**config.mk**
```make
export PLATFORM = sky130hd
export DESIGN_NAME = mqtt_packet_decoder_core
export DESIGN_NICKNAME = d
export VERILOG_FILES = /design/src/design/mpd_pkg.sv /design/src/design/mpd_in_reg.sv /design/src/design/mpd_cfg_regs.sv /design/src/design/mpd_parser.sv /design/src/design/mpd_out_reg.sv /design/src/design/mqtt_packet_decoder_core.sv
export SDC_FILE = /design/constraint.sdc
export NUM_CORES = 1
export LEC_CHECK = 0
export BUFFER_PORTS_ARGS = -buffer_cell sky130_fd_sc_hd__buf_2
export CORE_MARGIN = 2
export CORE_UTILIZATION = 25
export CTS_BUF_LIST = sky130_fd_sc_hd__clkbuf_16
export DETAILED_ROUTE_END_ITERATION = 8
export SLEW_MARGIN = 40
export SYNTH_ARGS = -nofsm -noshare
export SYNTH_HDL_FRONTEND = slang
export SYNTH_SLANG_ARGS = --single-unit
```
**constraint.sdc**
```tcl
create_clock -name clk -period 9.4 [get_ports clk]
set_input_delay 1.88 -clock clk [delete_from_list [all_inputs] [get_ports clk]]
set_output_delay 1.88 -clock clk [all_outputs]
set_load 0.01 [all_outputs]
```
**src/design/mpd_pkg.sv**
```systemverilog
package mpd_pkg;

  localparam int LenW   = 28;
  localparam int TopicW = 16;

  localparam logic [1:0] PH_HEADER = 2'd0;
  localparam logic [1:0] PH_LENGTH = 2'd1;
  localparam logic [1:0] PH_BODY   = 2'd2;
  localparam logic [1:0] PH_ERROR  = 2'd3;

  localparam logic [2:0] EV_CONNACK  = 3'd0;
  localparam logic [2:0] EV_TOPIC    = 3'd1;
  localparam logic [2:0] EV_PAYLOAD  = 3'd2;
  localparam logic [2:0] EV_PUBEND   = 3'd3;
  localparam logic [2:0] EV_SUBACK   = 3'd4;
  localparam logic [2:0] EV_UNSUBACK = 3'd5;
  localparam logic [2:0] EV_PINGRESP = 3'd6;
  localparam logic [2:0] EV_ERROR    = 3'd7;

  localparam logic [7:0] ERR_LONG      = 8'd0;
  localparam logic [7:0] ERR_BIG       = 8'd1;
  localparam logic [7:0] ERR_MALFORMED = 8'd2;

  localparam logic [3:0] TYPE_CONNACK  = 4'd2;
  localparam logic [3:0] TYPE_PUBLISH  = 4'd3;
  localparam logic [3:0] TYPE_SUBACK   = 4'd9;
  localparam logic [3:0] TYPE_UNSUBACK = 4'd11;
  localparam logic [3:0] TYPE_PINGRESP = 4'd13;

  localparam logic       CMD_BYTE    = 1'b0;
  localparam logic       CMD_RESTART = 1'b1;

  localparam logic       REG_MAX_PACKET_LEN = 1'b0;
  localparam logic       REG_MAX_TOPIC_LEN  = 1'b1;

  localparam logic [LenW-1:0]   MAX_PACKET_LEN_RST = 28'd4096;
  localparam logic [TopicW-1:0] MAX_TOPIC_LEN_RST  = 16'd128;

  localparam logic [2:0] MAX_LEN_BYTES = 3'd4;

  typedef struct packed {
    logic       command;
    logic [7:0] data_byte;
  } item_t;

  typedef struct packed {
    logic       valid;
    logic [2:0] event_res;
    logic [7:0] data;
    logic       end_of_packet;
  } result_t;

  typedef struct packed {
    logic [LenW-1:0]   max_packet_len;
    logic [TopicW-1:0] max_topic_len;
  } cfg_t;

  // report for packet types that only need the packet to end
  function automatic result_t simple_end(input logic [3:0] ptype);
    result_t r;
    r = '0;
    case (ptype)
      TYPE_SUBACK: begin
        r.valid = 1'b1;
        r.event_res = EV_SUBACK;
        r.end_of_packet = 1'b1;
      end
      TYPE_UNSUBACK: begin
        r.valid = 1'b1;
        r.event_res = EV_UNSUBACK;
        r.end_of_packet = 1'b1;
      end
      TYPE_PINGRESP: begin
        r.valid = 1'b1;
        r.event_res = EV_PINGRESP;
        r.end_of_packet = 1'b1;
      end
      default: r = '0;
    endcase
    return r;
  endfunction

  function automatic result_t make_res(input logic [2:0] ev, input logic [7:0] d,
                                       input logic eop);
    result_t r;
    r.valid = 1'b1;
    r.event_res = ev;
    r.data = d;
    r.end_of_packet = eop;
    return r;
  endfunction

endpackage

```
**src/design/mpd_in_reg.sv**
```systemverilog
module mpd_in_reg import mpd_pkg::*; (
  input  logic  clk,
  input  logic  rst,
  input  logic  in_valid,
  output logic  in_ready,
  input  item_t in_item,
  input  logic  take,
  output logic  held,
  output item_t item
);

  assign in_ready = !held || take;

  always_ff @(posedge clk) begin
    if (rst) begin
      held <= 1'b0;
    end else if (in_ready) begin
      held <= in_valid;
    end
  end

  always_ff @(posedge clk) begin
    if (in_valid && in_ready) begin
      item <= in_item;
    end
  end

endmodule

```
**src/design/mpd_cfg_regs.sv**
```systemverilog
module mpd_cfg_regs import mpd_pkg::*; (
  input  logic            clk,
  input  logic            rst,
  input  logic            cfg_valid,
  output logic            cfg_ready,
  input  logic            cfg_index,
  input  logic [LenW-1:0] cfg_data,
  output cfg_t            cfg
);

  assign cfg_ready = 1'b1;

  always_ff @(posedge clk) begin
    if (rst) begin
      cfg.max_packet_len <= MAX_PACKET_LEN_RST;
      cfg.max_topic_len <= MAX_TOPIC_LEN_RST;
    end else if (cfg_valid) begin
      case (cfg_index)
        REG_MAX_PACKET_LEN: cfg.max_packet_len <= cfg_data;
        REG_MAX_TOPIC_LEN:  cfg.max_topic_len <= cfg_data[TopicW-1:0];
        default: ;
      endcase
    end
  end

endmodule

```
**src/design/mpd_parser.sv**
```systemverilog
module mpd_parser import mpd_pkg::*; (
  input  logic    clk,
  input  logic    rst,
  input  logic    step,
  input  item_t   item,
  input  cfg_t    cfg,
  output result_t res
);

  logic [1:0]        phase, phase_next;
  logic [7:0]        fixed_header, fixed_header_next;
  logic [LenW-1:0]   remaining_length, remaining_length_next;
  logic [2:0]        length_byte_count, length_byte_count_next;
  logic [LenW-1:0]   body_position, body_position_next;
  logic [TopicW-1:0] topic_length, topic_length_next;
  logic [7:0]        connack_code, connack_code_next;

  logic [3:0]        ptype;
  logic [7:0]        b;
  logic [LenW:0]     pos_inc;
  logic              last;
  logic [LenW-1:0]   len_add;
  logic [LenW-1:0]   len_sum;
  logic [2:0]        count_inc;
  logic [TopicW-1:0] tl_full;
  logic [1:0]        qos_extra;
  logic [TopicW:0]   topic_end;
  logic [TopicW+1:0] pid_end;
  logic [TopicW:0]   topic_end_new;
  logic [TopicW+1:0] pid_end_new;

  assign ptype = fixed_header[7:4];
  assign b = item.data_byte;
  assign pos_inc = {1'b0, body_position} + {{LenW{1'b0}}, 1'b1};
  assign last = pos_inc == {1'b0, remaining_length};
  assign count_inc = length_byte_count + 3'd1;
  assign qos_extra = (fixed_header[2:1] != 2'b00) ? 2'd2 : 2'd0;
  assign tl_full = {topic_length[15:8], b};
  assign topic_end = {1'b0, topic_length} + 17'd2;
  assign pid_end = {1'b0, topic_end} + {16'd0, qos_extra};
  assign topic_end_new = {1'b0, tl_full} + 17'd2;
  assign pid_end_new = {1'b0, topic_end_new} + {16'd0, qos_extra};

  always_comb begin
    case (length_byte_count[1:0])
      2'd0:    len_add = {21'd0, b[6:0]};
      2'd1:    len_add = {14'd0, b[6:0], 7'd0};
      2'd2:    len_add = {7'd0, b[6:0], 14'd0};
      default: len_add = {b[6:0], 21'd0};
    endcase
    len_sum = remaining_length + len_add;
  end

  always_comb begin
    phase_next = phase;
    fixed_header_next = fixed_header;
    remaining_length_next = remaining_length;
    length_byte_count_next = length_byte_count;
    body_position_next = body_position;
    topic_length_next = topic_length;
    connack_code_next = connack_code;
    res = '0;

    if (item.command == CMD_RESTART) begin
      phase_next = PH_HEADER;
      fixed_header_next = '0;
      remaining_length_next = '0;
      length_byte_count_next = '0;
      body_position_next = '0;
      topic_length_next = '0;
      connack_code_next = '0;
    end else begin
      case (phase)
        PH_HEADER: begin
          fixed_header_next = b;
          remaining_length_next = '0;
          length_byte_count_next = '0;
          body_position_next = '0;
          topic_length_next = '0;
          connack_code_next = '0;
          phase_next = PH_LENGTH;
        end
        PH_LENGTH: begin
          remaining_length_next = len_sum;
          length_byte_count_next = count_inc;
          if (b[7]) begin
            if (count_inc >= MAX_LEN_BYTES) begin
              phase_next = PH_ERROR;
              res = make_res(EV_ERROR, ERR_LONG, 1'b1);
            end
          end else if (len_sum > cfg.max_packet_len) begin
            phase_next = PH_ERROR;
            res = make_res(EV_ERROR, ERR_BIG, 1'b1);
          end else begin
            body_position_next = '0;
            if (len_sum != '0) begin
              phase_next = PH_BODY;
            end else if (ptype == TYPE_CONNACK || ptype == TYPE_PUBLISH) begin
              phase_next = PH_ERROR;
              res = make_res(EV_ERROR, ERR_MALFORMED, 1'b1);
            end else begin
              phase_next = PH_HEADER;
              res = simple_end(ptype);
            end
          end
        end
        PH_BODY: begin
          body_position_next = pos_inc[LenW-1:0];
          if (last) begin
            phase_next = PH_HEADER;
          end
          if (ptype == TYPE_CONNACK) begin
            if (body_position == 28'd1) begin
              connack_code_next = b;
            end
            if (last) begin
              if (remaining_length < 28'd2) begin
                phase_next = PH_ERROR;
                res = make_res(EV_ERROR, ERR_MALFORMED, 1'b1);
              end else begin
                res = make_res(EV_CONNACK, connack_code_next, 1'b1);
              end
            end
          end else if (ptype == TYPE_PUBLISH) begin
            if (body_position == 28'd0) begin
              topic_length_next = {b, 8'd0};
              if (last) begin
                phase_next = PH_ERROR;
                res = make_res(EV_ERROR, ERR_MALFORMED, 1'b1);
              end
            end else if (body_position == 28'd1) begin
              topic_length_next = tl_full;
              if (tl_full > cfg.max_topic_len ||
                  {10'd0, pid_end_new} > remaining_length) begin
                phase_next = PH_ERROR;
                res = make_res(EV_ERROR, ERR_MALFORMED, 1'b1);
              end else if (last) begin
                res = make_res(EV_PUBEND, 8'd0, 1'b1);
              end
            end else if (body_position < {11'd0, topic_end}) begin
              res = make_res(EV_TOPIC, b, last);
            end else if (body_position < {10'd0, pid_end}) begin
              if (last) begin
                res = make_res(EV_PUBEND, 8'd0, 1'b1);
              end
            end else begin
              res = make_res(EV_PAYLOAD, b, last);
            end
          end else if (last) begin
            res = simple_end(ptype);
          end
        end
        default: ;
      endcase
    end
  end

  always_ff @(posedge clk) begin
    if (rst) begin
      phase <= PH_HEADER;
      fixed_header <= '0;
      remaining_length <= '0;
      length_byte_count <= '0;
      body_position <= '0;
      topic_length <= '0;
      connack_code <= '0;
    end else if (step) begin
      phase <= phase_next;
      fixed_header <= fixed_header_next;
      remaining_length <= remaining_length_next;
      length_byte_count <= length_byte_count_next;
      body_position <= body_position_next;
      topic_length <= topic_length_next;
      connack_code <= connack_code_next;
    end
  end

endmodule

```
**src/design/mpd_out_reg.sv**
```systemverilog
module mpd_out_reg import mpd_pkg::*; (
  input  logic       clk,
  input  logic       rst,
  input  logic       load,
  input  result_t    res,
  output logic       free,
  output logic       out_valid,
  input  logic       out_ready,
  output logic [2:0] event_res,
  output logic [7:0] data,
  output logic       end_of_packet
);

  assign free = !out_valid || out_ready;

  always_ff @(posedge clk) begin
    if (rst) begin
      out_valid <= 1'b0;
    end else if (load && res.valid) begin
      out_valid <= 1'b1;
    end else if (out_ready) begin
      out_valid <= 1'b0;
    end
  end

  always_ff @(posedge clk) begin
    if (load && res.valid) begin
      event_res <= res.event_res;
      data <= res.data;
      end_of_packet <= res.end_of_packet;
    end
  end

endmodule

```
**src/design/mqtt_packet_decoder_core.sv**
```systemverilog
// mqtt packet decoder core
// input channel: in_valid/in_ready with command and data_byte; command 0 feeds
// one stream byte, command 1 restarts the parser and clears a sticky error
// output channel: out_valid/out_ready with event_res, data and end_of_packet;
// a byte gives at most one result
// config channel: cfg_valid/cfg_ready with cfg_index (0 max_packet_len,
// 1 max_topic_len) and cfg_data; cfg_ready is always high, write only when idle
// order: a request is registered in the input register on acceptance and is
// decoded once the output register is free; any result is registered there
// throughput: one request per cycle while out_ready does not stall the output,
// with a combinational parser step between the input and output registers
// reset: parser returns to the fixed header phase, limits go to 4096 and 128,
// both channel registers empty
// stall: while a result waits on out_ready the parser holds; the input register
// keeps one request and in_ready drops once it is full
module mqtt_packet_decoder_core import mpd_pkg::*; (
  input  logic            clk,
  input  logic            rst,
  input  logic            in_valid,
  output logic            in_ready,
  input  logic            command,
  input  logic [7:0]      data_byte,
  output logic            out_valid,
  input  logic            out_ready,
  output logic [2:0]      event_res,
  output logic [7:0]      data,
  output logic            end_of_packet,
  input  logic            cfg_valid,
  output logic            cfg_ready,
  input  logic            cfg_index,
  input  logic [LenW-1:0] cfg_data
);

  item_t   in_item;
  item_t   item;
  logic    held;
  logic    free;
  logic    step;
  cfg_t    cfg;
  result_t res;

  assign in_item.command = command;
  assign in_item.data_byte = data_byte;
  assign step = held && free;

  mpd_in_reg u_in_reg (
    .clk      (clk),
    .rst      (rst),
    .in_valid (in_valid),
    .in_ready (in_ready),
    .in_item  (in_item),
    .take     (step),
    .held     (held),
    .item     (item)
  );

  mpd_cfg_regs u_cfg_regs (
    .clk       (clk),
    .rst       (rst),
    .cfg_valid (cfg_valid),
    .cfg_ready (cfg_ready),
    .cfg_index (cfg_index),
    .cfg_data  (cfg_data),
    .cfg       (cfg)
  );

  mpd_parser u_parser (
    .clk  (clk),
    .rst  (rst),
    .step (step),
    .item (item),
    .cfg  (cfg),
    .res  (res)
  );

  mpd_out_reg u_out_reg (
    .clk           (clk),
    .rst           (rst),
    .load          (step),
    .res           (res),
    .free          (free),
    .out_valid     (out_valid),
    .out_ready     (out_ready),
    .event_res     (event_res),
    .data          (data),
    .end_of_packet (end_of_packet)
  );

endmodule
```
==> summary.txt <==
Outcome
  – Status: finished, final reports clean

Setup path
  – Worst path max stage delay: 0.71 ns
  – Critical-path top delay cell: edfxtp_1
  – Reg-to-reg startpoint: u_in_reg.item[0]
  – Crit path cell chain: and2_1 > ha_1 > inv_1 > fa_1 > nor2b_1 > o2111ai_1 > a211oi_1 > o21a_1 > nor3b_1 > o31a_1 > and2_1 > ha_1 > nand4_1 > nor4_1 > a2bb2oi_1 > o31ai_1 > nand4_1 > buf_4 > buf_6 > or4_1 > a21oi_1
  – Critical path type: flip-flop to flip-flop
  – Crit path launch: u_in_reg.item[0]
  – Top delay family on crit path: compound AO/OA/AOI/OAI gates
  – WP data required: 9.79 ns
  – WP buf/inv: 3
  – Critical-path maximum fanout: 15
  – Startpoint Class: flip-flop
  – Crit. End Element: flip-flop
  – WP data arrival: 6.65 ns

Timing
  – Final Max Slew Viols: 0
  – Final Cycle Share: 66.55%
  – Final hold vios: 0
  – Fmax: 159.9 MHz
  – Slew @ Worst Pin: 0.8634 ns
  – Hold slack: 0.4552 ns
  – PnR worst setup slack: 3.144 ns
  – Endpoints failing setup: 0
  – Slew HR: 41.91%
  – Min Tclk post-route: 6.256 ns
  – RSZ-0062 raised after global routing: no
  – Final TNS setup: 0 ns
  – Fin Clk Skew: 0.01840 ns

Drt
  – Vias: 13210
  – Vias per inst: 5.411
  – Drt wl/cell: 18.80 microns
  – ANT nets after route: 0
  – Pre-antenna DRT Iters: 5
  – Routed wire length: 45910 microns
  – Drt drc: 0
  – 1st-iter DRT viols: 1080

GRT
  – GRT Util Overall: 16.22%
  – Largest net degree at the start of global routing: 76
  – First-pass GRT wire length: 71830 microns
  – Vias in the first global route: 12690
  – Initial antenna violation count: 0
  – Gr ovfl total: 0

Clock tree
  – CTS root buffer: clkbuf_16
  – Post-CTS sizing: 0
  – # hold bufs at CTS: 0
  – Clock transition at path regs: 0.07 ns
  – CTS Buffer Depth: 2
  – CTS Buf Count: 17
  – Post-CTS Setup Bufs: 0
  – Total clock sinks: 158
  – CTS tree: yes
  – CTS H-tree depth: 4
  – Clk_lat worst skew: 0.47 ns

Cells and area
  – Fraction of final layout cells sized beyond drive strength 1: 8.438%
  – Final Net Count: 1921
  – Number of diodes: 0
  – Final Util: 27.97%
  – Area grow syn2layout: 10.42%

Die
  – DIE AREA: 55210 sq um
  – Starting Density: 25.33%
  – IO Count: 58
  – Row cnt: 84
  – Area of the core: 52660 sq um
  – Die height: 235.0 microns
  – Die width: 235.0 microns

Logic synthesis
  – Most frequent cell after synthesis: nand2_1
  – Most common library cells after synthesis: 198 x nand2_1, 160 x nor2_1, 159 x a21oi_1
  – Mapped Cells: 1753
  – Yosys top cell by area: dfxtp_1
  – Avg Cell Area, Syn: 7.608 sq um
  – Yosys top cell area share: 20.56%
  – Leading register cell type out of synthesis: dfxtp_1
  – Synth cell types: 98
  – EDFF count, synth: 21
  – Warnings, synthesis: 0
  – Area contributors post-synth: dfxtp_1 21%, ha_1 13%, a21oi_1 6.0%, nand2_1 5.6%, edfxtp_1 4.7%
  – Mapped cell area: 13340 sq um
  – Seq/Total Area, Yosys: 25.29%
  – Asr flop ratio synth: 0%
  – Synth Register Bits: 158

Min path
  – Worst min path class: flip-flop to flip-flop
  – Hold Path Origin: u_cfg_regs.cfg[3]

Place
  – Pre-CTS setup slack: 3.337 ns
  – Final GP Congestion: 0.9364
  – # port buffers: 56
  – Detail Placement HPWL: 35040 microns

Pwr
  – PD cells: 108.4 nW/um^2
  – Worst IR Drop VDD: 0.1363 mV
  – Pleak: 5.618 nW
  – Final Power: 1.596 mW

Job
  – Max-Cap Viols: 0
==> per-layer routing <==
metal | wire, microns | track usage [%]
met1 | 20780 | 21.54
met2 | 21040 | 26.45
met3 | 2515 | 2.056
met4 | 1570 | 6.770
met5 | 0 | 0
==> worst paths after layout <==
path	endpoint	slack (ns)	cells past startpoint
hold reg to reg	u_cfg_regs.cfg[3]	0.46	2
setup reg to reg	u_parser.body_position[20]	3.14	21
setup / recovery	u_parser.body_position[20]	3.14	21
hold / removal	u_cfg_regs.cfg[3]	0.46	2
==> report_power, final <==
part / total, mW / internal, mW / switching, mW
Clock: 0.700 / 0.364 / 0.336
Combinational: 0.181 / 0.0614 / 0.120
Sequential: 0.715 / 0.697 / 0.0177
Total: 1.60 / 1.12 / 0.474
==> stage by stage <==
stage,instances,instance area [sq um]
2_1_floorplan,1754,13340
3_3_place_gp,2408,14090
3_5_place_dp,2410,14140
4_1_cts,2442,14720
5_1_grt,2442,14730
6_report,2442,14730
==> worst reg2reg max path, stage by stage, from the launching register on <==
cell and delay [ns]:
edfxtp_1 0.71, and2_1 0.22, ha_1 0.19, inv_1 0.07
fa_1 0.40, nor2b_1 0.23, o2111ai_1 0.22, a211oi_1 0.49
o21a_1 0.27, nor3b_1 0.10, o31a_1 0.29, and2_1 0.19
ha_1 0.30, nand4_1 0.16, nor4_1 0.49, a2bb2oi_1 0.24
o31ai_1 0.40, nand4_1 0.20, buf_4 0.25, buf_6 0.16
or4_1 0.47, a21oi_1 0.15
==> layout by cell type (no fill, tap or decap), types with 16 or more instances in the layout <==
| cell type | count |
|---|---|
| a211oi_1 | 17 |
| o211ai_1 | 19 |
| xnor2_1 | 46 |
| xor2_1 | 41 |
| nand4_1 | 33 |
| inv_1 | 100 |
| o21ai_0 | 82 |
| a21o_1 | 23 |
| buf_2 | 55 |
| clkbuf_16 | 18 |
| nor3_1 | 29 |
| edfxtp_1 | 21 |
| nor2b_1 | 16 |
| and2_1 | 45 |
| nor2_1 | 158 |
| nand3_1 | 45 |
| and3_1 | 19 |
| nor4_1 | 31 |
| dfxtp_1 | 137 |
| a21oi_1 | 159 |
| or3_1 | 27 |
| ha_1 | 136 |
| nand2_1 | 198 |
| a31oi_1 | 19 |
| a22oi_1 | 61 |
==> cell type report <==
cell class,count,area (sq um)
clock buffers,18,450.4
multi-input cells,1398,9171
inverters,99,371.6
fillers,5693,37930
flip-flops and latches,158,3373
well taps,688,860.8
repair buffers,67,372.9
clock inverters,14,126.4
==> registers in the layout, indices dropped and copies added, names as in the netlist <==
| name | count |
|---|---|
| u_parser.connack_code | 8 |
| u_cfg_regs.cfg | 44 |
| u_parser.fixed_header | 6 |
| u_out_reg.data | 8 |
| u_out_reg.event_res | 3 |
| u_out_reg.end_of_packet | 1 |
| u_in_reg.held | 1 |
| u_parser.remaining_length | 28 |
| u_parser.length_byte_count | 3 |
| u_parser.phase | 2 |
| u_in_reg.item | 9 |
| u_parser.topic_length | 16 |
| u_parser.body_position | 28 |
| u_out_reg.out_valid | 1 |
==> cells by family (layout without fill, tap and decap cells) <==
kind of cell	after synthesis	count (layout)	share of synthesized area [%]
other	1	2	0.02812
adder cells (fa/ha/maj)	138	138	12.98
buffers and inverters	198	198	6.426
AND/OR/NAND/NOR	694	694	26.49
XOR/XNOR	87	87	5.713
flip-flops	158	158	25.29
AO/OA/AOI/OAI	468	468	22.38
multiplexers	9	9	0.6849
(Power assumes the default switching activity.)
